--- config.mk ---
export PLATFORM = sky130hd
export DESIGN_NAME = bresenham_line_rasterizer_core
export DESIGN_NICKNAME = d
export VERILOG_FILES = /design/src/hw/rtl/blr_pkg.sv /design/src/hw/rtl/blr_setup.sv /design/src/hw/rtl/bresenham_line_rasterizer_core.sv
export SDC_FILE = /design/constraint.sdc
export NUM_CORES = 1
export LEC_CHECK = 0
export BUFFER_PORTS_ARGS = -buffer_cell sky130_fd_sc_hd__buf_2
export CAP_MARGIN = 20
export CORE_ASPECT_RATIO = 1.5
export CORE_MARGIN = 2
export CORE_UTILIZATION = 59
export CTS_CLUSTER_SIZE = 40
export DETAILED_ROUTE_END_ITERATION = 16
export GPL_TIMING_DRIVEN = 1
export PLACE_DENSITY = 0.75
export SLEW_MARGIN = 25
export SYNTH_ARGS = -nofsm -noshare
export SYNTH_HDL_FRONTEND = slang
export SYNTH_SLANG_ARGS = --single-unit
--- constraint.sdc ---
create_clock -name aclk -period 9.1 [get_ports aclk]
set_input_delay 0.455 -clock aclk [delete_from_list [all_inputs] [get_ports aclk]]
set_output_delay 0.455 -clock aclk [all_outputs]
set_load 0.01 [all_outputs]
--- src/hw/rtl/blr_pkg.sv ---
// ----------------------------------------------------------------------------
// blr_pkg: shared types and constants for the line rasterizer
// Opcode codes and default coordinate width.
// ----------------------------------------------------------------------------
`default_nettype none

package blr_pkg;

    // default coordinate width in bits
    localparam int BLR_COORD_BITS = 12;

    // operation carried in tuser
    typedef enum logic [0:0] {
        BLR_OP_LOAD = 1'b0,
        BLR_OP_STEP = 1'b1
    } blr_op_t;

endpackage : blr_pkg

`default_nettype wire

--- src/hw/rtl/blr_setup.sv ---
// ----------------------------------------------------------------------------
// blr_setup: line setup for a load item
// Finds the steep case, swaps the axes, orders the endpoints along the major
// axis and forms the error increment and decrement.
// ----------------------------------------------------------------------------
`default_nettype none

module blr_setup
    import blr_pkg::*;
#(
    parameter int COORD_BITS = BLR_COORD_BITS
) (
    input  wire logic [COORD_BITS-1:0] start_x,
    input  wire logic [COORD_BITS-1:0] start_y,
    input  wire logic [COORD_BITS-1:0] end_x,
    input  wire logic [COORD_BITS-1:0] end_y,
    output logic                       steep,
    output logic [COORD_BITS-1:0]      major_pos,
    output logic [COORD_BITS-1:0]      major_end,
    output logic [COORD_BITS-1:0]      minor_pos,
    output logic                       minor_down,
    output logic [COORD_BITS:0]        error_inc,
    output logic [COORD_BITS:0]        error_dec
);

    logic [COORD_BITS-1:0] adx;
    logic [COORD_BITS-1:0] ady;
    logic [COORD_BITS-1:0] a0;
    logic [COORD_BITS-1:0] b0;
    logic [COORD_BITS-1:0] a1;
    logic [COORD_BITS-1:0] b1;
    logic [COORD_BITS-1:0] d_major;
    logic [COORD_BITS-1:0] d_minor;

    // absolute deltas
    assign adx = (start_x > end_x) ? (start_x - end_x) : (end_x - start_x);
    assign ady = (start_y > end_y) ? (start_y - end_y) : (end_y - start_y);

    // ties count as shallow
    assign steep = (adx < ady);

    // swap axes for steep lines
    always_comb begin
        if (steep) begin
            a0      = start_y;
            b0      = start_x;
            a1      = end_y;
            b1      = end_x;
            d_major = ady;
            d_minor = adx;
        end else begin
            a0      = start_x;
            b0      = start_y;
            a1      = end_x;
            b1      = end_y;
            d_major = adx;
            d_minor = ady;
        end
    end

    // order endpoints so the major coordinate rises
    always_comb begin
        if (a0 > a1) begin
            major_pos  = a1;
            major_end  = a0;
            minor_pos  = b1;
            minor_down = (b0 < b1);
        end else begin
            major_pos  = a0;
            major_end  = a1;
            minor_pos  = b0;
            minor_down = (b1 < b0);
        end
    end

    // twice the deltas
    assign error_inc = {d_minor, 1'b0};
    assign error_dec = {d_major, 1'b0};

endmodule : blr_setup

`default_nettype wire

--- src/hw/rtl/bresenham_line_rasterizer_core.sv ---
// ----------------------------------------------------------------------------
// bresenham_line_rasterizer_core: streaming line rasterizer
//
//   channel | direction | tdata (low bit up)                  | tuser / tlast
//   s_axis  | in        | start_x, start_y, end_x, end_y       | tuser: opcode
//   m_axis  | out       | pixel_x, pixel_y                     | tlast: last_pixel
//
// An accepted item is held in the input register, then setup or one
// Bresenham step runs and a step's pixel lands in the output register.
// One item per clock unless stalled; steps pass the input, then the output register.
// The step loop (error add, compare, minor update) is combinational.
// Reset clears the input/output valids and drops any active line.
// A stalled output holds the input register, loads and idle steps included.
// ----------------------------------------------------------------------------
`default_nettype none

module bresenham_line_rasterizer_core
    import blr_pkg::*;
#(
    parameter int COORD_BITS = BLR_COORD_BITS,
    localparam int S_DATA_W = ((4 * COORD_BITS + 7) / 8) * 8,
    localparam int M_DATA_W = ((2 * COORD_BITS + 7) / 8) * 8
) (
    input  wire logic                aclk,
    input  wire logic                aresetn,
    input  wire logic                s_axis_tvalid,
    output logic                     s_axis_tready,
    // start_x, start_y, end_x, end_y, zero pad
    input  wire logic [S_DATA_W-1:0] s_axis_tdata,
    // opcode
    input  wire logic [0:0]          s_axis_tuser,
    output logic                     m_axis_tvalid,
    input  wire logic                m_axis_tready,
    // pixel_x, pixel_y, zero pad
    output logic [M_DATA_W-1:0]      m_axis_tdata,
    output logic                     m_axis_tlast
);

    localparam int ERR_W = COORD_BITS + 3;

    // input register
    logic                  in_valid_reg;
    blr_op_t               in_op_reg;
    logic [COORD_BITS-1:0] in_x0_reg;
    logic [COORD_BITS-1:0] in_y0_reg;
    logic [COORD_BITS-1:0] in_x1_reg;
    logic [COORD_BITS-1:0] in_y1_reg;

    // line state
    logic                  active_reg;
    logic                  steep_reg;
    logic [COORD_BITS-1:0] major_pos_reg;
    logic [COORD_BITS-1:0] major_end_reg;
    logic [COORD_BITS-1:0] minor_pos_reg;
    logic                  minor_down_reg;
    logic [ERR_W-1:0]      error_reg;
    logic [COORD_BITS:0]   error_inc_reg;
    logic [COORD_BITS:0]   error_dec_reg;

    // output register
    logic                  out_valid_reg;
    logic [COORD_BITS-1:0] out_x_reg;
    logic [COORD_BITS-1:0] out_y_reg;
    logic                  out_last_reg;

    // setup results
    logic                  su_steep;
    logic [COORD_BITS-1:0] su_major_pos;
    logic [COORD_BITS-1:0] su_major_end;
    logic [COORD_BITS-1:0] su_minor_pos;
    logic                  su_minor_down;
    logic [COORD_BITS:0]   su_error_inc;
    logic [COORD_BITS:0]   su_error_dec;

    // step logic
    logic                  advance;
    logic                  do_load;
    logic                  do_step;
    logic                  is_last;
    logic [ERR_W-1:0]      error_sum;
    logic [ERR_W-1:0]      half_dec;
    logic                  minor_move;
    logic [COORD_BITS-1:0] minor_next;
    logic [ERR_W-1:0]      error_next;

    // handshake: the held item moves on when the output slot is free or leaving
    assign advance       = in_valid_reg && (!out_valid_reg || m_axis_tready);
    assign s_axis_tready = !in_valid_reg || advance;
    assign do_load       = advance && (in_op_reg == BLR_OP_LOAD);
    assign do_step       = advance && (in_op_reg == BLR_OP_STEP) && active_reg;

    // input register
    always_ff @(posedge aclk) begin
        if (!aresetn) begin
            in_valid_reg <= 1'b0;
        end else if (s_axis_tready) begin
            in_valid_reg <= s_axis_tvalid;
        end
    end

    always_ff @(posedge aclk) begin
        if (s_axis_tready && s_axis_tvalid) begin
            in_op_reg <= blr_op_t'(s_axis_tuser[0]);
            in_x0_reg <= s_axis_tdata[COORD_BITS-1:0];
            in_y0_reg <= s_axis_tdata[2*COORD_BITS-1:COORD_BITS];
            in_x1_reg <= s_axis_tdata[3*COORD_BITS-1:2*COORD_BITS];
            in_y1_reg <= s_axis_tdata[4*COORD_BITS-1:3*COORD_BITS];
        end
    end

    // line setup
    blr_setup #(
        .COORD_BITS (COORD_BITS)
    ) u_setup (
        .start_x    (in_x0_reg),
        .start_y    (in_y0_reg),
        .end_x      (in_x1_reg),
        .end_y      (in_y1_reg),
        .steep      (su_steep),
        .major_pos  (su_major_pos),
        .major_end  (su_major_end),
        .minor_pos  (su_minor_pos),
        .minor_down (su_minor_down),
        .error_inc  (su_error_inc),
        .error_dec  (su_error_dec)
    );

    // one Bresenham step
    assign is_last    = (major_pos_reg == major_end_reg);
    assign error_sum  = error_reg + {2'b00, error_inc_reg};
    assign half_dec   = {3'b000, error_dec_reg[COORD_BITS:1]};
    assign minor_move = ($signed(error_sum) > $signed(half_dec));
    assign minor_next = minor_down_reg ? (minor_pos_reg - 1'b1) : (minor_pos_reg + 1'b1);
    assign error_next = minor_move ? (error_sum - {2'b00, error_dec_reg}) : error_sum;

    // line state update
    always_ff @(posedge aclk) begin
        if (!aresetn) begin
            active_reg <= 1'b0;
        end else if (do_load) begin
            active_reg <= 1'b1;
        end else if (do_step && is_last) begin
            active_reg <= 1'b0;
        end
    end

    always_ff @(posedge aclk) begin
        if (do_load) begin
            steep_reg      <= su_steep;
            major_pos_reg  <= su_major_pos;
            major_end_reg  <= su_major_end;
            minor_pos_reg  <= su_minor_pos;
            minor_down_reg <= su_minor_down;
            error_reg      <= '0;
            error_inc_reg  <= su_error_inc;
            error_dec_reg  <= su_error_dec;
        end else if (do_step && !is_last) begin
            major_pos_reg <= major_pos_reg + 1'b1;
            error_reg     <= error_next;
            if (minor_move) begin
                minor_pos_reg <= minor_next;
            end
        end
    end

    // output register
    always_ff @(posedge aclk) begin
        if (!aresetn) begin
            out_valid_reg <= 1'b0;
        end else if (do_step) begin
            out_valid_reg <= 1'b1;
        end else if (m_axis_tready) begin
            out_valid_reg <= 1'b0;
        end
    end

    always_ff @(posedge aclk) begin
        if (do_step) begin
            out_x_reg    <= steep_reg ? minor_pos_reg : major_pos_reg;
            out_y_reg    <= steep_reg ? major_pos_reg : minor_pos_reg;
            out_last_reg <= is_last;
        end
    end

    assign m_axis_tvalid = out_valid_reg;
    assign m_axis_tlast  = out_last_reg;
    assign m_axis_tdata  = M_DATA_W'({out_y_reg, out_x_reg});

    // checks
    a_step_gives_pixel: assert property (@(posedge aclk) disable iff (!aresetn)
        do_step |=> m_axis_tvalid)
        else $error("step on an active line gave no pixel");

    a_load_activates: assert property (@(posedge aclk) disable iff (!aresetn)
        do_load |=> active_reg)
        else $error("load did not start a line");

    a_last_ends_line: assert property (@(posedge aclk) disable iff (!aresetn)
        (do_step && is_last) |=> !active_reg)
        else $error("line still active after its last pixel");

    a_error_bound: assert property (@(posedge aclk) disable iff (!aresetn)
        active_reg |-> ($signed(error_reg) <= $signed(half_dec)))
        else $error("error term above half the decrement");

    a_last_flag_matches: assert property (@(posedge aclk) disable iff (!aresetn)
        do_step |=> (m_axis_tlast == $past(is_last)))
        else $error("last flag does not match the end of the line");

endmodule : bresenham_line_rasterizer_core

`default_nettype wire
After elaboration in Yosys (flattened, before gate mapping)
Index checks and enable logic that the tools add are counted.
- add/sub/neg operators: 9
- multiply operators: 0
- div/mod/pow operators: 0
- magnitude comparators: 7
- eq/ne operators: 1
- shifts and indexed selects: 0
- multiplexer cells: 25
- bitwise operators: 1
- reduce and logical (&&, ||, !) cells: 17
- operators by type and width (operator ; count):
    12-bit 2-to-1 mux ; 19
    12-bit subtractor ; 4
    12-bit greater-than comparator ; 3
    12-bit < comparator ; 3
    12-bit by 1-bit adder with 12-bit output (second input constant) ; 2
    15-bit by 13-bit adder with 15-bit output ; 1
    15-bit by 13-bit greater-than comparator with 1-bit output ; 1
    15-bit 2-to-1 mux ; 1
    15-bit by 13-bit subtractor with 15-bit output ; 1
    12-bit == test ; 1
    12-bit by 1-bit subtractor with 12-bit output (second input constant) ; 1
    2-bit nonzero test ; 4
    1-bit logical AND ; 7
    1-bit 2-to-1 mux ; 5
    1-bit logical NOT ; 3
    1-bit logical OR ; 2
    2-bit AND reduction ; 1
    1-bit NOT ; 1
- bits in registers: 154
- bits in latches: 0
- memory bits (writable): 0
- bits in read-only memories: 0
- output and inout bits: 27
- logic and storage cells: 79
- memories kept: 0

Longest topological paths before layout
Gate-level depths: netlist of run 1.
- depth in word-level cells: 8
- mapped depth: 35
- depth with buffers taken out: 30

By module
A second synthesis of run 1 with hierarchy kept.
- cells, all modules: 1282
- area total of the unflattened synthesis: 12468.2 um^2
- modules (own cells, without submodules) (module ; instances ; cells an instance ; area each (um^2) ; seq. area each (um^2)):
    bresenham_line_rasterizer_core ; 1 ; 625 ; 7719.9 ; 4504.3
    blr_setup ; 1 ; 657 ; 4748.3 ; 0.0

Least setup slack after synthesis of run 1
No wires, ideal clock.
- kind: reg-to-reg
- start: register in_x1_reg[4]
- end: register major_end_reg[10], data pin
- arrival time: 6535 ps
- setup slack: 2287 ps
- cell stages (with the launch flop): 31
- path buffers: 6
- clock period less this slack: 6813 ps
- path through: edfxtp_1 > ha_1 > buf_2 > nand2_1 > or4_4 > and4_1 > buf_4 > nor2_4 > mux2_1 > a2111oi_2 > xnor2_1 > ha_1 > a211oi_1 > nand2_1 > a31oi_1 > o21ai_0 > buf_2 > inv_2 > buf_2 > mux2i_1 > inv_1 > ha_1 > a21o_1 > a211o_1 > o211ai_1 > a21oi_1 > o21ai_0 > a21oi_1 > buf_1 > buf_1 > mux2i_1
- cells in the longest elaborated chain, start to end: 6
- elaborated cells between the ends (all ways): 9
- classes of those cells: add/sub (2); order compare (3); mux (4)
- ends and longest elaborated chain (element ; RTL line ; text):
    from (decl) ; bresenham_line_rasterizer_core.sv:46 ; logic [COORD_BITS-1:0] in_x1_reg;
    from (signal assigned) ; bresenham_line_rasterizer_core.sv:106 ; in_x1_reg <= s_axis_tdata[3*COORD_BITS-1:2*COORD_BITS];
    12-bit subtractor or 12-bit greater-than comparator (tied branches) ; blr_setup.sv:36 ; assign adx = (start_x > end_x) ? (start_x - end_x) : (end_x - start_x);
    12-bit 2-to-1 mux ; blr_setup.sv:36 ;
    12-bit < comparator ; blr_setup.sv:40 ; assign steep = (adx < ady);
    12-bit 2-to-1 mux ; blr_setup.sv:44 ; if (steep) begin
    12-bit greater-than comparator ; blr_setup.sv:63 ; if (a0 > a1) begin
    12-bit 2-to-1 mux (*) ; blr_setup.sv:63 ;
    named net su_major_end[10] ; bresenham_line_rasterizer_core.sv:69 ; logic [COORD_BITS-1:0] su_major_end;
    to (signal assigned) ; bresenham_line_rasterizer_core.sv:151 ; major_end_reg <= su_major_end;
    to (decl) ; bresenham_line_rasterizer_core.sv:53 ; logic [COORD_BITS-1:0] major_end_reg;
The timed path passes the listed nets; every way through them passes the cells marked *.
A chain may end at the register's enable or synchronous reset.

Final worst setup path of run 1
- start: register in_x0_reg[0]
- end: register major_pos_reg[7], data pin
- cells in the longest elaborated chain, start to end: 7
- elaborated cells between the ends (all ways): 10
- classes of those cells: add/sub (2); order compare (3); mux (5)
- ends and longest elaborated chain (element ; RTL line ; text):
    from (decl) ; bresenham_line_rasterizer_core.sv:44 ; logic [COORD_BITS-1:0] in_x0_reg;
    from (signal assigned) ; bresenham_line_rasterizer_core.sv:104 ; in_x0_reg <= s_axis_tdata[COORD_BITS-1:0];
    12-bit subtractor or 12-bit greater-than comparator (tied branches) ; blr_setup.sv:36 ;
    12-bit 2-to-1 mux ; blr_setup.sv:36 ;
    12-bit < comparator ; blr_setup.sv:40 ;
    12-bit 2-to-1 mux ; blr_setup.sv:44 ;
    12-bit greater-than comparator ; blr_setup.sv:63 ;
    12-bit 2-to-1 mux (*) ; blr_setup.sv:63 ;
    12-bit 2-to-1 mux (*) ; bresenham_line_rasterizer_core.sv:148 ; if (do_load) begin
    to (signal assigned) ; bresenham_line_rasterizer_core.sv:150 ; major_pos_reg <= su_major_pos;
    to (signal assigned) ; bresenham_line_rasterizer_core.sv:158 ; major_pos_reg <= major_pos_reg + 1'b1;
    to (decl) ; bresenham_line_rasterizer_core.sv:52 ; logic [COORD_BITS-1:0] major_pos_reg;
Mark *: on every way between the ends. The rest lies on a longest branch, timed or not.

==> results.json, run 1 <==
{
  "outcome": "completed",
  "antenna_found_initial": 0,
  "nets": 1420,
  "critPathArrivalTime_ns": 8.41,
  "fmax_ghz": 0.123,
  "core-area_um2": 19900,
  "finalHoldViolCount": 0,
  "routed_via_density": 6.19,
  "tritoncts": "yes",
  "rsz0062_at_grt": "no",
  "cts_max_path_buffers": 2,
  "powerDensity_nw_per_um2": 298,
  "yosysMostFrequentCell": "edfxtp_1",
  "synth_cells": 1175,
  "yosys.area.top_type": "edfxtp_1",
  "die_w_um": 120,
  "synth_area_um2": 12000,
  "synth-edff-count": 136,
  "maxCapViolations": 0,
  "placed_cells": 1474,
  "dr.pass1.iters": 6,
  "dieArea_um2": 21500,
  "ctsHoldBuffers": 0,
  "crit_fanout": 27,
  "grt-ovfl-total": 0,
  "cts-root-buf": "clkbuf_16",
  "chipHeight_um": 179,
  "yosys-top-cells-count": "edfxtp_1 (136), ha_1 (127), inv_1 (116)",
  "vias": 9322,
  "critPathMaxStageDelay_ns": 0.82,
  "drt_wl_total_mm": 31.8,
  "finClkSkew_ns": 0.00741,
  "syn_nets": 1362,
  "synth.distinct_cells": 81,
  "start_util_pct": 60.3,
  "dp_slack_ns": 1.10,
  "fp-row-count": 63,
  "cp_slowest_cell": "a21oi_4",
  "worstPathRequired_ns": 9.39,
  "setup-tns-final_ns": 0,
  "cts.clk_slew.worst_paths_ns": 0.07,
  "drv_slew": 0,
  "drive_above_1_share_pct": 14.5,
  "cts.sinks": 153,
  "ys_seq_elements": 153,
  "timing.final.ws_setup_ns": 0.984,
  "diodes": 0,
  "route.detailed.drc": 0,
  "ant_nets": 0,
  "routedWlPerCell_um": 21.1,
  "synth_top_area_share_pct": 34.1,
  "crit_type": "reg -> reg",
  "drtIter0Drc": 629,
  "grt_usage_pct": 30.2,
  "post_cts.repair.setup_buffers": 0,
  "grt_max_degree": 83,
  "post-route-period-util_pct": 89.2,
  "relSlewSlack_pct": 30.9,
  "dp_hpwl_mm": 25.3,
  "endpoint_kind": "register",
  "ys_top_cells_by_area": "edfxtp_1 (34%), ha_1 (13%), mux2i_1 (8.9%)",
  "cts_resized": 0,
  "cp-start-kind": "register",
  "ir_drop_uv": 193,
  "final_cell_count_no_fill": 1506,
  "numPortBuffers": 79,
  "grt_pass1_wl_mm": 49.1,
  "synth_seq_area_share_pct": 36.9,
  "leakagePower_nw": 5.90,
  "largest_reg_flops": 14,
  "worst_pin_slew_ns": 1.04,
  "worstHoldPathType": "in -> reg",
  "grt_pass1_vias": 9194,
  "gp_congestion": 1.04,
  "syn_to_final_growth_pct": 9.58,
  "cts.htree.levels": 4,
  "io_pins": 80,
  "clock_latency_ns": 0.45,
  "synthFlopType": "edfxtp_1",
  "post-route-min-period_ns": 8.12,
  "ys_warn_count": 0,
  "async_reset_ff_share_pct": 0,
  "cts_made_buffers": 17,
  "postSynthAreaPerCell_um2": 10.2,
  "setup_viol": 0
}
-- stage by stage --
step                power, mW  hold WS, ns  instance area, µm²  util [%]
floorplan                2.66        0.456               12000         -
global placement         3.14        0.473               12500      63.2
detailed placement       3.17        0.485               12500      63.2
CTS                      3.89        0.173               13100      66.1
global route             4.16        0.173               13100      66.1
finish                   3.91        0.182               13100      66.1
-- routing by layer --
metal | share of wire, % | track usage [%]
met2 | 52 | 55.0
met1 | 38 | 33.6
met3 | 4.1 | 3.23
met5 | 0 | 0
met4 | 5.9 | 18.3
-- cells by family after synthesis --
group | Yosys count | synth area share (%)
adders and majority gates | 134 | 14.4
DFF | 153 | 36.9
and+or+nand+nor | 237 | 10.0
AOI/OAI and AO/OA | 280 | 15.8
xor gates and xnor gates | 62 | 4.53
buffers and inverters | 164 | 5.71
muxes | 145 | 12.6
-- cell type report --
cell class	count	area [µm²]
multi-input cells	858	6910
inverters	117	439
flip-flops and latches	153	4420
repair buffers	86	448
clock buffers	17	425
fillers	1629	6730
well taps	260	325
clock inverters	15	164
-- worst max-delay path, delay by kind of cell, from the launching register on --
kind | cells | cell delay (ns)
xor+xnor | 1 | 0.16
compound gates | 13 | 3.34
buf+inv | 5 | 1.04
mux | 3 | 1.15
simple gates | 3 | 0.61
flops | 1 | 0.41
fa+ha+maj | 4 | 1.22
-- final timing paths --
check	start	cells past startpoint	end	slack [ns]
max reg2reg	in_x0_reg[0]	29	major_pos_reg[7]	0.98
min reg2reg	error_reg[1]	1	error_reg[1]	0.50
max	in_x0_reg[0]	29	major_pos_reg[7]	0.98
min	s_axis_tdata[1]	1	in_x0_reg[1]	0.18
-- power by group --
group	internal [mW]	leakage (nW)	switching (mW)
clock	0.386	0.269	0.320
sequential	0.907	1.42	0.0602
combinational	0.950	4.22	1.29
total	2.24	5.90	1.67
-- layout by cell type, fill, tap and decap left out, types with 19 or more instances in the layout --
cell / netlist / final
edfxtp_1: 136 / 136
ha_1: 127 / 127
inv_1: 116 / 116
mux2i_1: 106 / 106
buf_2: 15 / 79
a21oi_1: 77 / 76
nor2_1: 68 / 67
nand2_1: 52 / 52
o21ai_0: 46 / 45
mux2_2: 35 / 35
xnor2_1: 34 / 34
a21o_1: 33 / 33
xor2_1: 28 / 28
nor3_1: 19 / 19
Power figures use the tool's default switching activity.
==> inputs of run 2 (changes only) <==
Settings changed: SYNTH_HIERARCHICAL set to 1.
==> run 2 against run 1 <==
Compared with the run above:
- sequential cell count increased by 3
- hold slack improved by 0.0093 ns
- critical endpoint is now major_pos_reg[6]
- critical path depth down 2
- routed wire length is 2.0% higher
- combinational power grew 25%
- global-route usage decreased by 0.56 points
- clock power decreased by 4.4%
- non-clock buffer count grew 4
- maximum frequency up 3.1%
- via count is 8.7% higher
- sequential power is 4% higher
==> results.json, run 2 <==
{
  "grt_pass1_wl_mm": 50.9,
  "cts.clk_slew.worst_paths_ns": 0.07,
  "grt_usage_pct": 29.7,
  "synth_area_um2": 12500,
  "critPathMaxStageDelay_ns": 0.87,
  "worstPathRequired_ns": 9.25,
  "worst_pin_slew_ns": 1.07,
  "grt_max_degree": 73,
  "setup-tns-final_ns": 0,
  "grt_pass1_vias": 9924,
  "dp_hpwl_mm": 25.3,
  "numPortBuffers": 79,
  "async_reset_ff_share_pct": 0,
  "synth_top_area_share_pct": 33.2,
  "ys_top_cells_by_area": "edfxtp_1 (33%), ha_1 (13%), mux2i_1 (9.7%)",
  "drive_above_1_share_pct": 12.0,
  "cts_made_buffers": 17,
  "relSlewSlack_pct": 28.4,
  "yosys-top-cells-count": "edfxtp_1 (138), ha_1 (130), mux2i_1 (121)",
  "cts.sinks": 156,
  "maxCapViolations": 0,
  "worstHoldPathType": "in -> reg",
  "synthFlopType": "edfxtp_1",
  "cts-root-buf": "clkbuf_16",
  "synth_mux_area_share_pct": 11.6,
  "postSynthAreaPerCell_um2": 9.73,
  "diodes": 0,
  "final_common_cell": "edfxtp_1",
  "syn_to_final_growth_pct": 9.38,
  "post_cts.repair.setup_buffers": 0,
  "routed_via_density": 6.25,
  "drtIter0Drc": 900,
  "ant_nets": 0,
  "synth-compound-area-share_pct": 16.2,
  "post-route-period-util_pct": 86.5,
  "synth_top_family_by_area": "compound AO/OA/AOI/OAI gates",
  "drt_wl_total_mm": 32.4,
  "dr.pass1.iters": 6,
  "tritoncts": "yes",
  "synth_xor_area_share_pct": 5.16,
  "fp-row-count": 65,
  "ys_warn_count": 6,
  "grt-ovfl-total": 0,
  "ys_seq_elements": 156,
  "finClkSkew_ns": 0.0121,
  "chipHeight_um": 182,
  "endpoint_kind": "register",
  "powerDensity_nw_per_um2": 329,
  "cts_max_path_buffers": 2,
  "synthAdderAreaFrac_pct": 14.2,
  "route.detailed.drc": 0,
  "synth.distinct_cells": 73,
  "finalPower_mw": 4.48,
  "largest_reg_flops": 15,
  "core-area_um2": 20900,
  "crit_fanout": 54,
  "fmax_ghz": 0.127,
  "synth_cells": 1282,
  "routedWlPerCell_um": 20.0,
  "crit_type": "reg -> reg",
  "layout_common_cells": "edfxtp_1 (138), ha_1 (130), mux2i_1 (121)",
  "setup_viol": 0,
  "ctsHoldBuffers": 0,
  "nets": 1531,
  "finalHoldViolCount": 0,
  "cts.htree.levels": 4,
  "clock_latency_ns": 0.43,
  "rsz0062_at_grt": "no",
  "start_util_pct": 59.7,
  "vias": 10100,
  "leakagePower_nw": 5.90,
  "post-route-min-period_ns": 7.87,
  "ir_drop_uv": 268,
  "cts_resized": 0,
  "die_w_um": 123,
  "outcome": "completed",
  "cp-start-kind": "register",
  "gp_congestion": 1.01,
  "drv_slew": 0,
  "io_pins": 80,
  "antenna_found_initial": 0,
  "synth-edff-count": 138,
  "critPathArrivalTime_ns": 8.03,
  "dieArea_um2": 22300,
  "yosysMostFrequentCell": "edfxtp_1",
  "yosys.area_share.simple_pct": 11.5,
  "synth_seq_area_share_pct": 36.1,
  "yosys.area.top_type": "edfxtp_1",
  "cp_slowest_cell": "a211oi_2"
}
run 2: cells by family (layout without fill, tap and decap cells):
group,count (synthesis),in the layout
flip-flops,156,156
AND/OR/NAND/NOR,297,297
XOR/XNOR,70,70
multiplexers,142,142
other,1,2
AO/OA/AOI/OAI,320,320
buffers and inverters,159,230
adder cells (fa/ha/maj),137,137
run 2: final timing paths:
check / start / end / slack [ns] / depth (start not counted)
max: in_y0_reg[0] / major_pos_reg[6] / 1.23 / 27
min reg2reg: error_reg[8] / error_reg[8] / 0.48 / 2
min: s_axis_tdata[26] / in_x1_reg[2] / 0.19 / 1
max reg2reg: in_y0_reg[0] / major_pos_reg[6] / 1.23 / 27
run 2: layout make-up:
cell class / instances / area, µm²
Multi-Input combinational cell: 968 / 7350
Fill cell: 1731 / 7260
Sequential cell: 156 / 4500
Timing Repair Buffer: 90 / 498
Clock buffer: 20 / 437
Inverter: 108 / 405
Tap cell: 268 / 335
Clock inverter: 12 / 113
run 2: worst max-delay path, delay by kind of cell (launching register included):
| family | cells | cell delay, ns |
|---|---|---|
| AO/OA/AOI/OAI | 14 | 3.56 |
| adder cells (fa/ha/maj) | 4 | 1.21 |
| buffers and inverters | 4 | 1.09 |
| multiplexers | 3 | 0.88 |
| flip-flops | 1 | 0.43 |
| AND/OR/NAND/NOR | 2 | 0.38 |
run 2: per-stage QoR:
stage | area, µm² | std cells | util (%) | hold slack [ns] | worst slack (ns)
final | 13600 | 1622 | 65.2 | 0.191 | 1.23
after global routing | 13600 | 1622 | 65.2 | 0.178 | 0.680
after CTS | 13600 | 1621 | 65.2 | 0.178 | 1.27
after detailed placement | 13100 | 1589 | 62.6 | 0.464 | 1.33
after global placement | 13100 | 1589 | 62.6 | 0.459 | 1.36
after floorplan | 12500 | 1283 | - | 0.432 | 2.90
run 2: layer usage:
layer | vias up | share of wire, % | global-route usage (%)
met4 | 0 | 5.4 | 16.2
li1 | 4810 | - | -
met1 | 4870 | 39 | 33.9
met2 | 360 | 52 | 52.5
met3 | 96 | 4.1 | 3.93
met5 | - | 0 | 0
run 2: power by group:
group / internal, mW / switching, mW / leakage [nW] / total, mW
Combinational: 1.20 / 1.60 / 4.20 / 2.80
Sequential: 0.935 / 0.0724 / 1.44 / 1.01
Clock: 0.379 / 0.296 / 0.262 / 0.675
